==> src/rtl/pwmm_pkg.sv <==
// Shared types and constants for the PWM period and duty meter.
`default_nettype none

package pwmm_pkg;

    // Field widths of the configuration register and of a result word
    localparam int TICK_RATE_W = 24;
    localparam int HIGH_W      = 16;
    localparam int LOW_W       = 16;
    localparam int PERIOD_W    = 17;
    localparam int DUTY_W      = 7;
    localparam int FREQ_W      = 30;

    // Tick rate after reset, and the scale used for duty and centihertz
    localparam logic [TICK_RATE_W-1:0] TICK_RATE_RESET = 24'd2000000;
    localparam int                     DUTY_SCALE      = 100;

    // Measurement queue fill level when full
    localparam logic [1:0] QUEUE_FULL_LEVEL = 2'd2;

    // Queue status seen by both the capture side and the divider side
    typedef struct packed {
        logic full;
        logic empty;
    } t_q_stat;

    // Edge capture phase
    typedef enum logic [2:0] {
        PH_WAIT = 3'b001,
        PH_HIGH = 3'b010,
        PH_LOW  = 3'b100
    } t_phase;

    // Divider sequencer state
    typedef enum logic [4:0] {
        S_IDLE = 5'b00001,
        S_PREP = 5'b00010,
        S_DUTY = 5'b00100,
        S_FREQ = 5'b01000,
        S_DONE = 5'b10000
    } t_div_state;

endpackage

`default_nettype wire

==> src/rtl/pwmm_queue.sv <==
// Two-entry measurement queue between edge capture and the divider.
`default_nettype none

module pwmm_queue import pwmm_pkg::*; #(
    parameter int W = 32
) (
    input  wire logic         i_clk,
    input  wire logic         i_rst_n,
    input  wire logic         i_push,
    input  wire logic [W-1:0] i_push_data,
    input  wire logic         i_pop,
    output logic [W-1:0]      o_pop_data,
    output t_q_stat           o_stat
);

    logic [W-1:0] r_mem [2];
    logic         r_wr;
    logic         r_rd;
    logic [1:0]   r_cnt;
    logic [1:0]   n_cnt;

    // Present the head entry
    assign o_pop_data   = r_mem[r_rd];
    assign o_stat.full  = (r_cnt == QUEUE_FULL_LEVEL);
    assign o_stat.empty = (r_cnt == 2'd0);

    // Track fill level
    always_comb begin
        case ({i_push, i_pop})
            2'b10:   n_cnt = r_cnt + 2'd1;
            2'b01:   n_cnt = r_cnt - 2'd1;
            default: n_cnt = r_cnt;
        endcase
    end

    // Advance pointers
    always_ff @(posedge i_clk) begin
        if (!i_rst_n) begin
            r_wr  <= 1'b0;
            r_rd  <= 1'b0;
            r_cnt <= 2'd0;
        end else begin
            if (i_push) r_wr <= ~r_wr;
            if (i_pop)  r_rd <= ~r_rd;
            r_cnt <= n_cnt;
        end
    end

    // Store pushed words
    always_ff @(posedge i_clk) begin
        if (i_push) r_mem[r_wr] <= i_push_data;
    end

endmodule

`default_nettype wire

==> config.mk <==
export PLATFORM = sky130hd
export DESIGN_NAME = pwmm_queue
export DESIGN_NICKNAME = d
export VERILOG_FILES = /design/src/rtl/pwmm_pkg.sv /design/src/rtl/pwmm_queue.sv
export SDC_FILE = /design/constraint.sdc
export NUM_CORES = 1
export LEC_CHECK = 0
export ABC_AREA = 1
export BUFFER_PORTS_ARGS = -buffer_cell sky130_fd_sc_hd__buf_2
export CORE_MARGIN = 8
export CORE_UTILIZATION = 50
export DETAILED_ROUTE_END_ITERATION = 16
export PLACE_DENSITY_LB_ADDON = 0.08
export SETUP_SLACK_MARGIN = 0.5
export SKIP_CTS_REPAIR_TIMING = 1
export SYNTH_ARGS = -nofsm -noshare
export SYNTH_HDL_FRONTEND = slang
export SYNTH_SLANG_ARGS = --single-unit
==> constraint.sdc <==
create_clock -name i_clk -period 2.9 [get_ports i_clk]
set_input_delay 0.145 -clock i_clk [delete_from_list [all_inputs] [get_ports i_clk]]
set_output_delay 0.145 -clock i_clk [all_outputs]
set_load 0.1 [all_outputs]
==> out/results.tsv <==
stage	metric	value	unit
synth	synth.avg_cell_area	19.9	um^2
cts	cts_max_level	3	
power_and_ir_drop	p_clk_frac	0.346	
placement	pre_cts_ws	1.19	ns
sta	setup_viol	0	
placement	port-buffer-count	69	
synth	yosysWarnings	0	
synth	synth_cells	135	
worst_hold_path	hp-class	in -> reg	
sta	max_freq	0.489	GHz
cts	tritoncts	yes	
sta	report.final.hold_viol_count	0	
finish	drive_gt1_frac	0.480	
synth	synth_area	2690	um^2
cts	cts_buffers	9	
sta	worst_pin_slew	0.922	ns
route	vias	1490	
power_and_ir_drop	netSwitchingFraction	0.298	
sta	drv_slew	0	
route	drc	0	
synth	synth_top_cell_by_area	edfxtp_1	
worst_setup_path	start_kind	flip-flop	
placement	dp_hpwl	3430	um
finish	layout.nets	282	
power_and_ir_drop	peakVddDrop	0.477	mV
worst_setup_path	crit_required	2.76	ns
grt	grt_overflow	0	
sta	rsz0062_at_grt	false	
worst_setup_path	worstPathArrival	1.90	ns
synth	seq_area_frac_synth	0.751	
route	drtAntennaViolNets	0	
floorplanning	die_w	89.4	um
finish	final_common_cell	buf_2	
sta	setup_tns	0	ns
grt	antenna_found_initial	0	
power_and_ir_drop	power_leakage	0.00150	uW
grt	grt_pass1_vias	1491	
finish	fillCellCount	360	
synth	syn-num-nets	172	
sta	fin_skew	0.00461	ns
power_and_ir_drop	powerDensity	727	nW/um^2
synth	ys_types	13	
cts	clock_latency	0.33	ns
grt	grt_pass1_wl	7400	um
sta	fin_ws	0.856	ns
placement	place_congestion	0.664	
route	wire_per_inst	16.1	um
cts	cts.clk_slew.worst_paths	0.07	ns
grt	grt_usage	0.133	
sta	fin_crit	2.04	ns
run_status	status	completed	
worst_setup_path	path_class	reg -> out	
power_and_ir_drop	internal-power	1870	uW
worst_setup_path	critPathMaxFanout	18	
finish	most-common-layout-cells	buf_2 (69), edfxtp_1 (64), dlygate4sd3_1 (32)	
floorplanning	start_util	0.524	
synth	ys_seq_elements	69	
floorplanning	ioPinCount	70	
floorplanning	die_area	7990	um^2
power_and_ir_drop	seqPwrFrac	0.442	
worst_setup_path	critPathCaptureType	primary output	
finish	diodes	0	
cts	cts_sinks	69	
finish	syn_to_final_growth	36.0	%
route	first_pass_iters	4	
synth	synth_top_area_share	0.714	
route	dr.first_iter.drc_count	73	
power_and_ir_drop	p_sw	792	uW
sta	max_slew_margin	0.384	
finish	utilization	0.713	
floorplanning	coreArea	5140	um^2
job	cap_violations	0	
floorplanning	die_h	89.4	um
power_and_ir_drop	p_comb_frac	0.212	
cts	cts_max_path_buffers	2	
grt	grt_max_degree	33	
cts	cts-root-buf	clkbuf_8	
route	vias_per_cell	4.66	
worst_setup_path	rrSetupSlack	1.35	ns
floorplanning	num_rows	26	
route	wl	5140	um
sta	min_period_over_period	0.705	
synth	synth_area_leaders	edfxtp_1 (71%), mux2_4 (17%), dfxtp_1 (3.7%)	
[flip-flops by register name (all words and copies together), names as in the netlist, named ones only]
register,flops
r_mem,64
r_wr,1
r_rd,1
r_cnt,2
[area by class of cell]
cell class	instances	area [um^2]	area share
flip-flops and latches	69	2020	0.552
repair buffers	103	706	0.193
multi-input cells	56	584	0.160
clock buffers	10	128	0.0348
clock inverters	6	111	0.0304
well taps	70	87.6	0.0239
inverters	6	22.5	0.00615
[stage by stage]
stage                     std cells  instance area [um^2]  hold WS, ns  total power [uW]
after detailed placement        272                  3100        0.336              1730
after global placement          272                  3100        0.332              1720
after floorplan                 135                  2690        0.244              1650
final                           320                  3660       0.0667              2660
after CTS                       288                  3340      -0.0294              2660
after global routing            320                  3660       0.0632              2740
[power groups by stage]
| stage | Combinational, uW | Clock (uW) | Sequential [uW] |
|---|---|---|---|
| floorplan | 467 | 0 | 1180 |
| global placement | 527 | 0 | 1190 |
| detailed placement | 535 | 0 | 1200 |
| CTS | 536 | 945 | 1180 |
| global route | 586 | 974 | 1180 |
| finish | 565 | 921 | 1180 |
[layer usage]
metal,share of wire,track usage
met1,0.37,0.128
met2,0.52,0.221
met3,0.081,0.0699
met4,0.026,0.0831
met5,0,0
[worst max-delay path: stages, from the launching register on]
cell and delay, ns:
dfxtp_2 0.67, buf_12 0.26, mux2_2 0.34, buf_2 0.29
[cell usage after synthesis (all sizes together)]
| cell type | number |
|---|---|
| edfxtp | 64 |
| inv | 6 |
| buf | 4 |
| nand4 | 1 |
| a21oi | 1 |
| o21ai | 1 |
| dfxtp | 5 |
| nand2 | 8 |
| ha | 1 |
| nor2 | 12 |
| mux2 | 32 |
[final timing paths]
check                               start  depth (start not counted)        endpoint
worst max register to register       r_wr                          3     r_mem[1][7]
worst max-delay path            flip-flop                          3  o_pop_data[29]
worst min-delay path               i_push                          3            r_wr
worst min register to register       r_rd                          2            r_rd
[cells by family after synthesis]
kind of cell,after synthesis,share of synthesized area
DFF,69,0.751
muxes,32,0.176
and+or+nand+nor,21,0.0302
buffers and inverters,10,0.0349
AOI/OAI and AO/OA,2,0.00371
adders and majority gates,1,0.00465
(Power assumes the default switching activity.)
