--- config.mk ---
export PLATFORM = sky130hd
export DESIGN_NAME = pwmm_front_flat
export DESIGN_NICKNAME = d
export VERILOG_FILES = /design/src/rtl/pwmm_pkg.sv /design/src/rtl/pwmm_if.sv /design/src/rtl/pwmm_front.sv /design/src/flat_wrapper.sv
export SDC_FILE = /design/constraint.sdc
export NUM_CORES = 1
export LEC_CHECK = 0
export BUFFER_PORTS_ARGS = -buffer_cell sky130_fd_sc_hd__clkbuf_2
export CORE_UTILIZATION = 48
export CTS_CLUSTER_SIZE = 12
export DETAILED_ROUTE_END_ITERATION = 10
export PLACE_DENSITY = 0.78
export SETUP_SLACK_MARGIN = 0.4
export SLEW_MARGIN = 5
export SYNTH_ARGS = -nofsm -noshare
export SYNTH_HDL_FRONTEND = slang
export SYNTH_SLANG_ARGS = --single-unit
--- constraint.sdc ---
create_clock -name i_clk -period 2 [get_ports i_clk]
set_clock_uncertainty 0.1 [all_clocks]
set_input_delay 0 -clock i_clk [delete_from_list [all_inputs] [get_ports i_clk]]
set_output_delay 0 -clock i_clk [all_outputs]
set_load 0.02 [all_outputs]
--- src/rtl/pwmm_pkg.sv ---
// Shared types and constants for the PWM period and duty meter.
`default_nettype none

package pwmm_pkg;

    // Field widths of the configuration register and of a result word
    localparam int TICK_RATE_W = 24;
    localparam int HIGH_W      = 16;
    localparam int LOW_W       = 16;
    localparam int PERIOD_W    = 17;
    localparam int DUTY_W      = 7;
    localparam int FREQ_W      = 30;

    // Tick rate after reset, and the scale used for duty and centihertz
    localparam logic [TICK_RATE_W-1:0] TICK_RATE_RESET = 24'd2000000;
    localparam int                     DUTY_SCALE      = 100;

    // Measurement queue fill level when full
    localparam logic [1:0] QUEUE_FULL_LEVEL = 2'd2;

    // Queue status seen by both the capture side and the divider side
    typedef struct packed {
        logic full;
        logic empty;
    } t_q_stat;

    // Edge capture phase
    typedef enum logic [2:0] {
        PH_WAIT = 3'b001,
        PH_HIGH = 3'b010,
        PH_LOW  = 3'b100
    } t_phase;

    // Divider sequencer state
    typedef enum logic [4:0] {
        S_IDLE = 5'b00001,
        S_PREP = 5'b00010,
        S_DUTY = 5'b00100,
        S_FREQ = 5'b01000,
        S_DONE = 5'b10000
    } t_div_state;

endpackage

`default_nettype wire

--- src/rtl/pwmm_if.sv ---
// Valid/ready channel interfaces for level samples and measurement results.
`default_nettype none

interface pwmm_in_if;
    logic valid;
    logic ready;
    logic level;

    modport source (output valid, output level, input ready);
    modport sink   (input valid, input level, output ready);
endinterface


`default_nettype wire

--- src/rtl/pwmm_front.sv ---
// Edge capture: counts high and low phase ticks and queues each finished period.
`default_nettype none

module pwmm_front import pwmm_pkg::*; #(
    parameter int CW = 16
) (
    input  wire logic       i_clk,
    input  wire logic       i_rst_n,
    pwmm_in_if.sink         i_in,
    input  t_q_stat         i_q_stat,
    output logic            o_push,
    output logic [2*CW-1:0] o_push_data
);

    localparam logic [CW-1:0] CMAX = {CW{1'b1}};

    t_phase        r_phase, n_phase;
    logic          r_prev,  n_prev;
    logic [CW-1:0] r_cnt,   n_cnt;
    logic [CW-1:0] r_held,  n_held;
    logic [CW-1:0] cnt_inc;
    logic          acc;

    // Take a sample whenever the queue can absorb a result
    assign i_in.ready  = !i_q_stat.full;
    assign acc         = i_in.valid && !i_q_stat.full;
    assign cnt_inc     = (r_cnt == CMAX) ? r_cnt : r_cnt + 1'b1;
    assign o_push_data = {r_held, r_cnt};

    // Phase sequencing on each accepted sample
    always_comb begin
        n_phase = r_phase;
        n_prev  = r_prev;
        n_cnt   = r_cnt;
        n_held  = r_held;
        o_push  = 1'b0;
        if (acc) begin
            n_prev = i_in.level;
            unique case (r_phase)
                PH_HIGH: begin
                    if (!i_in.level) begin
                        n_held  = r_cnt;
                        n_cnt   = CW'(1);
                        n_phase = PH_LOW;
                    end else begin
                        n_cnt = cnt_inc;
                    end
                end
                PH_LOW: begin
                    if (i_in.level) begin
                        o_push  = 1'b1;
                        n_cnt   = '0;
                        n_phase = PH_WAIT;
                    end else begin
                        n_cnt = cnt_inc;
                    end
                end
                default: begin
                    n_phase = PH_WAIT;
                    if (i_in.level && !r_prev) begin
                        n_cnt   = CW'(1);
                        n_phase = PH_HIGH;
                    end
                end
            endcase
        end
    end

    always_ff @(posedge i_clk) begin
        if (!i_rst_n) begin
            r_phase <= PH_WAIT;
            r_prev  <= 1'b0;
            r_cnt   <= '0;
            r_held  <= '0;
        end else begin
            r_phase <= n_phase;
            r_prev  <= n_prev;
            r_cnt   <= n_cnt;
            r_held  <= n_held;
        end
    end

endmodule

`default_nettype wire

--- src/flat_wrapper.sv ---
// flat-port wrapper written by rule: the top's interface ports become plain ports
module pwmm_front_flat import pwmm_pkg::*;
#(
    parameter int CW = 16
)
  (i_clk, i_rst_n, i_q_stat, o_push, o_push_data, i_in_valid, i_in_level, i_in_ready);
  pwmm_in_if i_in_i ();
  input  wire logic i_clk;
  input  wire logic i_rst_n;
  input  t_q_stat i_q_stat;
  output logic o_push;
  output logic [2*CW-1:0] o_push_data;
  input wire logic [$bits(i_in_i.valid)-1:0] i_in_valid;
  input wire logic [$bits(i_in_i.level)-1:0] i_in_level;
  output wire logic [$bits(i_in_i.ready)-1:0] i_in_ready;
  assign i_in_i.valid = i_in_valid;
  assign i_in_i.level = i_in_level;
  assign i_in_ready = i_in_i.ready;
  pwmm_front #(.CW(CW)) u_core (.i_clk(i_clk), .i_rst_n(i_rst_n), .i_in(i_in_i), .i_q_stat(i_q_stat), .o_push(o_push), .o_push_data(o_push_data));
endmodule
==> impl_metrics.toml, run 1 <==
[route]
first_pass_iters = 4
routedWlPerCell_um = 17.7
drcViolationCount = 0
ant_nets = 0
wirelength_mm = 5.62
drt_iter0_markers = 140
viasPerCell = 5.97
num_vias = 1891

[cells_and_area]
fillerInstances = 277
mostFrequentLayoutCell = "clkbuf_2"
multi_input_area_um2 = 1250
seq_area_um2 = 783
most-common-layout-cells = "38 x clkbuf_2, 25 x buf_4, 20 x nor2b_1, 18 x dfxtp_1, 17 x mux2i_1"
antenna_cells_inserted = 0
fin_nets = 275
stdcell_count = 317
postLayoutCellArea_um2 = 2620
area_growth_pct = 40.1
drive_gt1_share_pct = 43.1

[logic_synthesis]
avgSynthCellArea_um2 = 9.07
synth_edf_count = 0
async_reset_ff_share_pct = 0
synthFlopType = "dfxtp_1"
post_synth_instance_area_um2 = 1870
ys_warn_count = 0
synth_fp_nets = 213
ys_seq_area_share_pct = 38.6
netlist_instances = 206
ys_types = 46
ys_seq_elements = 36

[grt]
grt_pass1_vias = 1676
antenna_found_initial = 0
grt_pass1_wl_mm = 8.05
grt_max_degree = 28
grt.total_usage_pct = 25.6
grt_overflow_total = 0

[worst_setup_path]
worstSetupPathType = "reg -> reg"
cp_cell_sequence = "xnor2_4, o21ai_4, nand3_2, or4_4, a21oi_2"
cpMaxStageDelayCell = "or4_4"
worstPathRequired_ns = 2.12
cp_max_fo = 7
crit_path_end_kind = "register"
critPathMaxStageDelay_ns = 0.51
cp.arrival_ns = 1.90
timing.critical_path.buf_inv = 0
reg2reg_from = "u_core.r_phase[1]"
critical-path-top-delay-family = "simple AND/OR/NAND/NOR gates"
worstSetupStartpointType = "register"
setup.worst_path.start = "u_core.r_phase[1]"

[cts]
clockBufferDepth = 2
cts-htree-levels = 2
clkTransAtPathRegs_ns = 0.07
tritoncts = "built"
cts_buffers = 5
clk_latency_ns = 0.29
clockRootBuffer = "clkbuf_8"
cts.sinks = 36

[floorplan]
core_um2 = 3690
io_pins = 40
dieWidth_um = 64.4
start_util_pct = 50.6
placementRows = 22
chipHeight_um = 64.4
dieArea_um2 = 4150

[sta]
hold_viol = 0
setup_ws_ns = 0.222
tightest_slew_ns = 0.541
fmax_mhz = 562
report.final.slew_viol_count = 0
finalCritPeriodShare_pct = 88.9
slew_headroom_pct = 63.9
finalSetupViolCount = 0
rsz0062_at_grt = "true"
period_needed_ns = 1.78

[placement]
place_inst = 287
place.port_buffers = 38
globalplace.congestion = 0.828
pre_cts_slack_ns = -0.0235
post-dp-hpwl_mm = 2.88
placed_area_um2 = 2160

[power_and_ir_drop]
powerDensity_nw_per_um2 = 507
leakage_nw = 1.11
total_power_mw = 1.33
vdd_ir_drop_max_uv = 427

[min_path]
min_path_type = "in -> reg"
min_from = "i_in_level"

[flow_run]
cap_violations = 0

[status]
outcome = "finished clean"
sequential cells by signal (all words and copies together), names as in the netlist:
| signal | count |
|---|---|
| u_core.r_held | 16 |
| u_core.r_phase | 3 |
| u_core.r_prev | 1 |
| u_core.r_cnt | 16 |
where the power goes:
part | internal [mW] | switching (mW)
Clock | 0.247 | 0.243
Combinational | 0.0576 | 0.0703
Sequential | 0.701 | 0.00788
cells in the mapped netlist, drive strengths merged, types with 2 or more instances:
cell,instances,area [µm²]
o31ai,7,52.6
o21ai,13,76.3
nand4,7,43.8
dfxtp,36,721
and3,3,18.8
o211ai,4,30.0
a21boi,2,15.0
clkbuf,2,7.51
nand2,11,41.3
nor3b,2,20.0
nand3,9,57.6
buf,12,81.3
nor2,6,22.5
mux2i,17,170
inv,3,11.3
a21oi,15,75.1
or3,5,31.3
a31oi,2,12.5
or4,8,63.8
nor3,3,20.0
nand2b,3,18.8
nor2b,21,131
cells by family (layout without fill, tap and decap cells):
kind of cell | count (synthesis) | in the layout | synth area share, %
compound gates | 50 | 50 | 17.7
buf+inv | 17 | 77 | 5.36
flops | 36 | 36 | 38.6
mux | 18 | 18 | 9.71
fa+ha+maj | 1 | 1 | 0.670
simple gates | 82 | 85 | 26.7
xor+xnor | 2 | 2 | 1.34
final timing paths:
path	endpoint	depth (start not counted)	slack [ns]
worst min register to register	u_core.r_prev	2	0.39
worst min-delay path	u_core.r_phase[2]	4	0.05
worst max-delay path	u_core.r_cnt[5]	5	0.22
worst max register to register	u_core.r_cnt[5]	5	0.22
timing repair:
item / CTS / global route
hold buffers: 1 / 0
endpoints found under the hold margin: 1 / 0
resized for setup: 21 / 17
endpoints found under the setup margin: 33 / 31
buffers inserted: 9 / 9
pin swaps: 6 / 10
gates cloned: 2 / 1
layout make-up:
class | instances | area share [%]
Multi-Input combinational cell | 156 | 47.9
Clock buffer | 8 | 3.06
Timing Repair Buffer | 66 | 16.4
Sequential cell | 36 | 29.9
Tap cell | 48 | 2.30
Inverter | 3 | 0.430
metrics by stage:
step	utilization, %	setup TNS [ns]	hold WS, ns
4_1_cts	66.4	0	0.0417
3_3_place_gp	58.6	0	0.188
2_1_floorplan	-	0	-0.0160
6_report	70.9	0	0.0536
3_5_place_dp	58.6	-0.0702	0.194
5_1_grt	70.9	0	0.139
routing by layer:
layer | track usage [%] | wire length, µm
met2 | 40.7 | 2820
met1 | 32.3 | 2260
met4 | 10.3 | 155
met5 | 0 | 0
met3 | 7.50 | 383
worst register-to-register path, stage by stage, from the launching register on:
cell and delay (ns):
dfxtp_4 0.39, xnor2_4 0.16, o21ai_4 0.24, nand3_2 0.18
or4_4 0.51, a21oi_2 0.13
No activity file was read; power rests on OpenSTA's default activity.
==> run 2, diff against run 1 <==
--- a/config.mk
+++ b/config.mk
@@ -9,7 +9,7 @@
 export CORE_UTILIZATION = 48
 export CTS_CLUSTER_SIZE = 12
 export DETAILED_ROUTE_END_ITERATION = 10
-export PLACE_DENSITY = 0.78
+export PLACE_DENSITY = 0.72
 export SETUP_SLACK_MARGIN = 0.4
 export SLEW_MARGIN = 5
 export SYNTH_ARGS = -nofsm -noshare
==> run 2 against run 1 <==
Effect of this change:
- routed wire length fell by 5.2%
- global-route usage grew 1.3 points
- clock power up 43%
- maximum frequency down 1.1%
- combinational power about the same
- final cell count up 2.5%
- critical path type unchanged
- largest power group unchanged
==> impl_metrics.toml, run 2 (synthesized netlist as in run 1, its figures left out) <==
[status]
outcome = "finished clean"

[cts]
clk_latency_ns = 0.29
clockRootBuffer = "clkbuf_8"
cts-htree-levels = 2
cts.sinks = 36
clkTransAtPathRegs_ns = 0.07
tritoncts = "built"
clockBufferDepth = 2
cts_buffers = 5

[worst_setup_path]
crit_path_end_kind = "register"
cp_max_fo = 7
cpMaxStageDelayCell = "nor4_2"
worstSetupPathType = "reg -> reg"
cp_cell_sequence = "nand3_2, nor4_2, nand2b_1, or3_1, a21oi_1"
critical-path-top-delay-family = "simple AND/OR/NAND/NOR gates"
worstPathRequired_ns = 2.12
critPathMaxStageDelay_ns = 0.43
worstSetupStartpointType = "register"
timing.critical_path.buf_inv = 0
cp.arrival_ns = 1.91

[power_and_ir_drop]
vdd_ir_drop_max_uv = 556
powerDensity_nw_per_um2 = 570
leakage_nw = 1.15

[sta]
report.final.slew_viol_count = 0
rsz0062_at_grt = "true"
hold_viol = 0
slew_headroom_pct = 74.3
finalCritPeriodShare_pct = 89.9
period_needed_ns = 1.80
whs_ns = 0.0432
tightest_slew_ns = 0.383
fmax_mhz = 556
finalSetupViolCount = 0

[route]
drt_iter0_markers = 96
wirelength_mm = 5.33
num_vias = 1904
routedWlPerCell_um = 16.4
first_pass_iters = 4
viasPerCell = 5.86
drcViolationCount = 0
ant_nets = 0

[grt]
grt_overflow_total = 0
grt_max_degree = 17
grt.total_usage_pct = 26.9
grt_pass1_wl_mm = 8.65
antenna_found_initial = 0
grt_pass1_vias = 1810

[cells_and_area]
finish.utilization_pct = 73.0
fillerInstances = 268
area_growth_pct = 44.1
antenna_cells_inserted = 0
mostFrequentLayoutCell = "clkbuf_2"
drive_gt1_share_pct = 45.8
fin_nets = 283
reg_top3 = "u_core.r_cnt (16), u_core.r_held (16), u_core.r_phase (3)"
most-common-layout-cells = "38 x clkbuf_2, 32 x buf_4, 20 x nor2b_1, 18 x dfxtp_1, 17 x mux2i_1"

[min_path]
min_path_type = "in -> reg"

[floorplan]
io_pins = 40
dieWidth_um = 64.4
dieArea_um2 = 4150
chipHeight_um = 64.4
placementRows = 22
core_um2 = 3690
start_util_pct = 50.6

[placement]
place.port_buffers = 38
globalplace.congestion = 0.817
post-dp-hpwl_mm = 3.06

[flow_run]
cap_violations = 0
==> run 2: cell types whose count changed in the layout (fill, tap and decap cells not counted), moves of 2 or more <==
cell      before  now
buf_12         2    0
clkbuf_8       5    7
clkbuf_1       3    0
nand3_2        3    5
buf_6          0    2
nand3_4        6    4
buf_4         25   32
==> run 2: power breakdown <==
| part | internal, mW | leakage [nW] | switching [mW] |
|---|---|---|---|
| Sequential | 0.701 | 0.304 | 0.00648 |
| Combinational | 0.0565 | 0.778 | 0.0707 |
| Clock | 0.440 | 0.0645 | 0.259 |
==> run 2: final timing paths <==
path | from | to | slack [ns] | depth (start not counted)
worst max-delay path | u_core.r_cnt[8] | u_core.r_cnt[15] | 0.20 | 5
worst max register to register | u_core.r_cnt[8] | u_core.r_cnt[15] | 0.20 | 5
worst min-delay path | i_in_level | u_core.r_phase[2] | 0.04 | 4
worst min register to register | u_core.r_prev | u_core.r_prev | 0.39 | 2
==> run 2: through the flow <==
| stage | setup TNS (ns) | setup WS, ns | area [µm²] | std cells | power [mW] |
|---|---|---|---|---|---|
| 2_1_floorplan | 0 | 0.218 | 1950 | 206 | 0.799 |
| 3_3_place_gp | 0 | 0.0491 | 2200 | 292 | 0.829 |
| 3_5_place_dp | -0.00861 | -0.00861 | 2200 | 292 | 0.829 |
| 4_1_cts | 0 | 0.243 | 2580 | 319 | 1.53 |
| 5_1_grt | 0 | 0.167 | 2690 | 325 | 1.58 |
| 6_report | 0 | 0.202 | 2690 | 325 | 1.53 |
==> run 2: layout make-up <==
cell class	count	area, µm²	area share (%)
flip-flops and latches	36	783	29.1
clock buffers	7	96.3	3.58
inverters	3	11.3	0.418
well taps	48	60.1	2.23
repair buffers	74	478	17.8
multi-input cells	156	1230	45.8
clock inverters	1	30.0	1.12
==> run 2: what timing repair did <==
action,CTS,global route
resized for setup,26,15
gates cloned,3,0
hold buffers,1,0
pin swaps,11,7
endpoints found under the setup margin,34,35
endpoints found under the hold margin,1,0
buffers inserted,15,6
==> run 2: worst register-to-register path, cell delays in order, from the launching register on <==
cell and delay, ns:
dfxtp_2 0.40, nand3_2 0.18, nor4_2 0.43, nand2b_1 0.14, or3_1 0.33, a21oi_1 0.15
==> run 2: per-layer routing <==
metal | part of all wire, % | GRT usage, % | vias up
met5 | 0 | 0 | -
met4 | 2.4 | 10.6 | 0
met3 | 4.3 | 5.54 | 16
met2 | 52 | 47.0 | 57
met1 | 41 | 32.0 | 919
li1 | - | - | 912
==> run 3, diff against run 2 <==
==> constraint.sdc (replaced) <==
create_clock -name i_clk -period 2 [get_ports i_clk]
set_clock_uncertainty 0.1 [all_clocks]
set_input_delay 0.6 -clock i_clk [delete_from_list [all_inputs] [get_ports i_clk]]
set_output_delay 0.6 -clock i_clk [all_outputs]
set_load 0.02 [all_outputs]
==> run 3 against run 2 <==
Effect of this change:
- first-iteration DRC count increased by 110%
- core utilization increased by 13 points
- via count increased by 11%
- die area unchanged
- sequential cell count unchanged
- design area increased by 17%
- final cell count increased by 6.5%
- sequential power about the same
==> impl_metrics.toml, run 3 (synthesized netlist as in run 1, its figures left out) <==
[sta]
whs_ns = 0.410
hold_viol = 0
report.final.slew_viol_count = 0
fmax_mhz = 519
slew_headroom_pct = 78.4
period_needed_ns = 1.93
rsz0062_at_grt = "true"
setup_ws_ns = 0.0747
tightest_slew_ns = 0.322
finalSetupViolCount = 0
finalCritPeriodShare_pct = 96.3

[worst_setup_path]
cp_max_fo = 2
critical-path-top-delay-family = "simple AND/OR/NAND/NOR gates"
cpMaxStageDelayCell = "and3_4"
cp.arrival_ns = 1.23
worstSetupPathType = "in -> out"
timing.critical_path.buf_inv = 2
worstSetupStartpointType = "input pin"
worstPathRequired_ns = 1.30
crit_path_end_kind = "primary output"
r2r_slack_ns = 0.11
critPathMaxStageDelay_ns = 0.21
cp_cell_sequence = "clkbuf_16, nor3b_4, and3_4, buf_8"

[grt]
antenna_found_initial = 0
grt_pass1_vias = 1852
grt_overflow_total = 0
grt_max_degree = 17
grt.total_usage_pct = 28.1
grt_pass1_wl_mm = 8.86

[cts]
tritoncts = "built"
cts_buffers = 5
clkTransAtPathRegs_ns = 0.08
clockRootBuffer = "clkbuf_8"
cts_hold_buf = 0
clockBufferDepth = 2
clk_latency_ns = 0.29
cts.sinks = 36
cts-htree-levels = 2

[route]
routedWlPerCell_um = 19.7
first_pass_iters = 4
ant_nets = 0
drcViolationCount = 0
viasPerCell = 6.10
wirelength_mm = 6.82
drt_iter0_markers = 203
num_vias = 2110

[cells_and_area]
drive_gt1_share_pct = 56.7
fin_nets = 304
area_growth_pct = 68.8
antenna_cells_inserted = 0
fillerInstances = 184
reg_top3 = "u_core.r_cnt (16), u_core.r_held (16), u_core.r_phase (3)"
most-common-layout-cells = "32 x buf_4, 32 x buf_6, 21 x clkbuf_2, 19 x nor2b_1"

[placement]
globalplace.congestion = 0.847
pre_cts_slack_ns = -0.00924
post-dp-hpwl_mm = 3.01
place.port_buffers = 38

[floorplan]
dieWidth_um = 64.4
core_um2 = 3690
start_util_pct = 50.6
io_pins = 40
chipHeight_um = 64.4
placementRows = 22
dieArea_um2 = 4150

[power_and_ir_drop]
vdd_ir_drop_max_uv = 459
powerDensity_nw_per_um2 = 451
leakage_nw = 1.32

[status]
outcome = "finished clean"

[flow_run]
cap_violations = 0

[min_path]
min_path_type = "reg -> reg"
-- run 3: cell count changes in the layout (fill, tap and decap cells not counted), sizes merged --
cell,change
dlygate4sd3,-1
clkinvlp,+1
buf,+35
clkbuf,-11
nand3,-2
bufinv,-1
-- run 3: per-layer routing --
metal	share of wire [%]	wire length, µm	global-route usage, %
met5	0	0	0
met4	3.7	252	15.0
met3	5.6	383	3.75
met2	51	3490	50.4
met1	40	2690	32.0
-- run 3: cell type report --
cell class	count	area [µm²]	area share (%)
Clock inverter	1	7.51	0.238
Inverter	3	13.8	0.437
Clock buffer	7	86.3	2.74
Tap cell	48	60.1	1.90
Timing Repair Buffer	97	878	27.9
Multi-Input combinational cell	154	1320	41.9
Sequential cell	36	787	25.0
-- run 3: timing repair --
item	4_1_cts	5_1_grt
setup endpoints to repair	42	47
resized for setup	71	60
setup buffers	26	13
gates cloned	2	0
pin swaps	16	18
-- run 3: tightest hold or removal path, delay by kind of cell, from the launching register on --
| kind | cells | cell delay, ns |
|---|---|---|
| flops | 1 | 0.34 |
| simple gates | 1 | 0.06 |
| compound gates | 1 | 0.06 |
-- run 3: path summary, 6_finish.rpt --
check / from / to / cells after the start
worst max-delay path: i_q_stat[1] / o_push / 4
worst min-delay path: u_core.r_prev / u_core.r_prev / 2
worst max register to register: u_core.r_cnt[0] / u_core.r_cnt[10] / 7
worst min register to register: u_core.r_prev / u_core.r_prev / 2
-- run 3: through the flow --
| step | util (%) | instance area, µm² | TNS, ns | total power [mW] | instances |
|---|---|---|---|---|---|
| after floorplan | - | 1980 | 0 | 0.801 | 206 |
| after CTS | 77.1 | 2850 | 0 | 1.39 | 333 |
| final | 85.5 | 3150 | 0 | 1.42 | 346 |
| after global placement | 61.3 | 2260 | 0 | 0.835 | 297 |
| after detailed placement | 61.3 | 2260 | -0.00924 | 0.837 | 297 |
| after global routing | 85.5 | 3150 | -0.0117 | 1.49 | 346 |
-- run 3: power breakdown --
part	total, mW	internal, mW	switching, mW	leakage, nW
sequential	0.708	0.700	0.00779	0.304
combinational	0.170	0.0848	0.0853	0.976
clock	0.543	0.280	0.263	0.0445
total	1.42	1.07	0.356	1.32
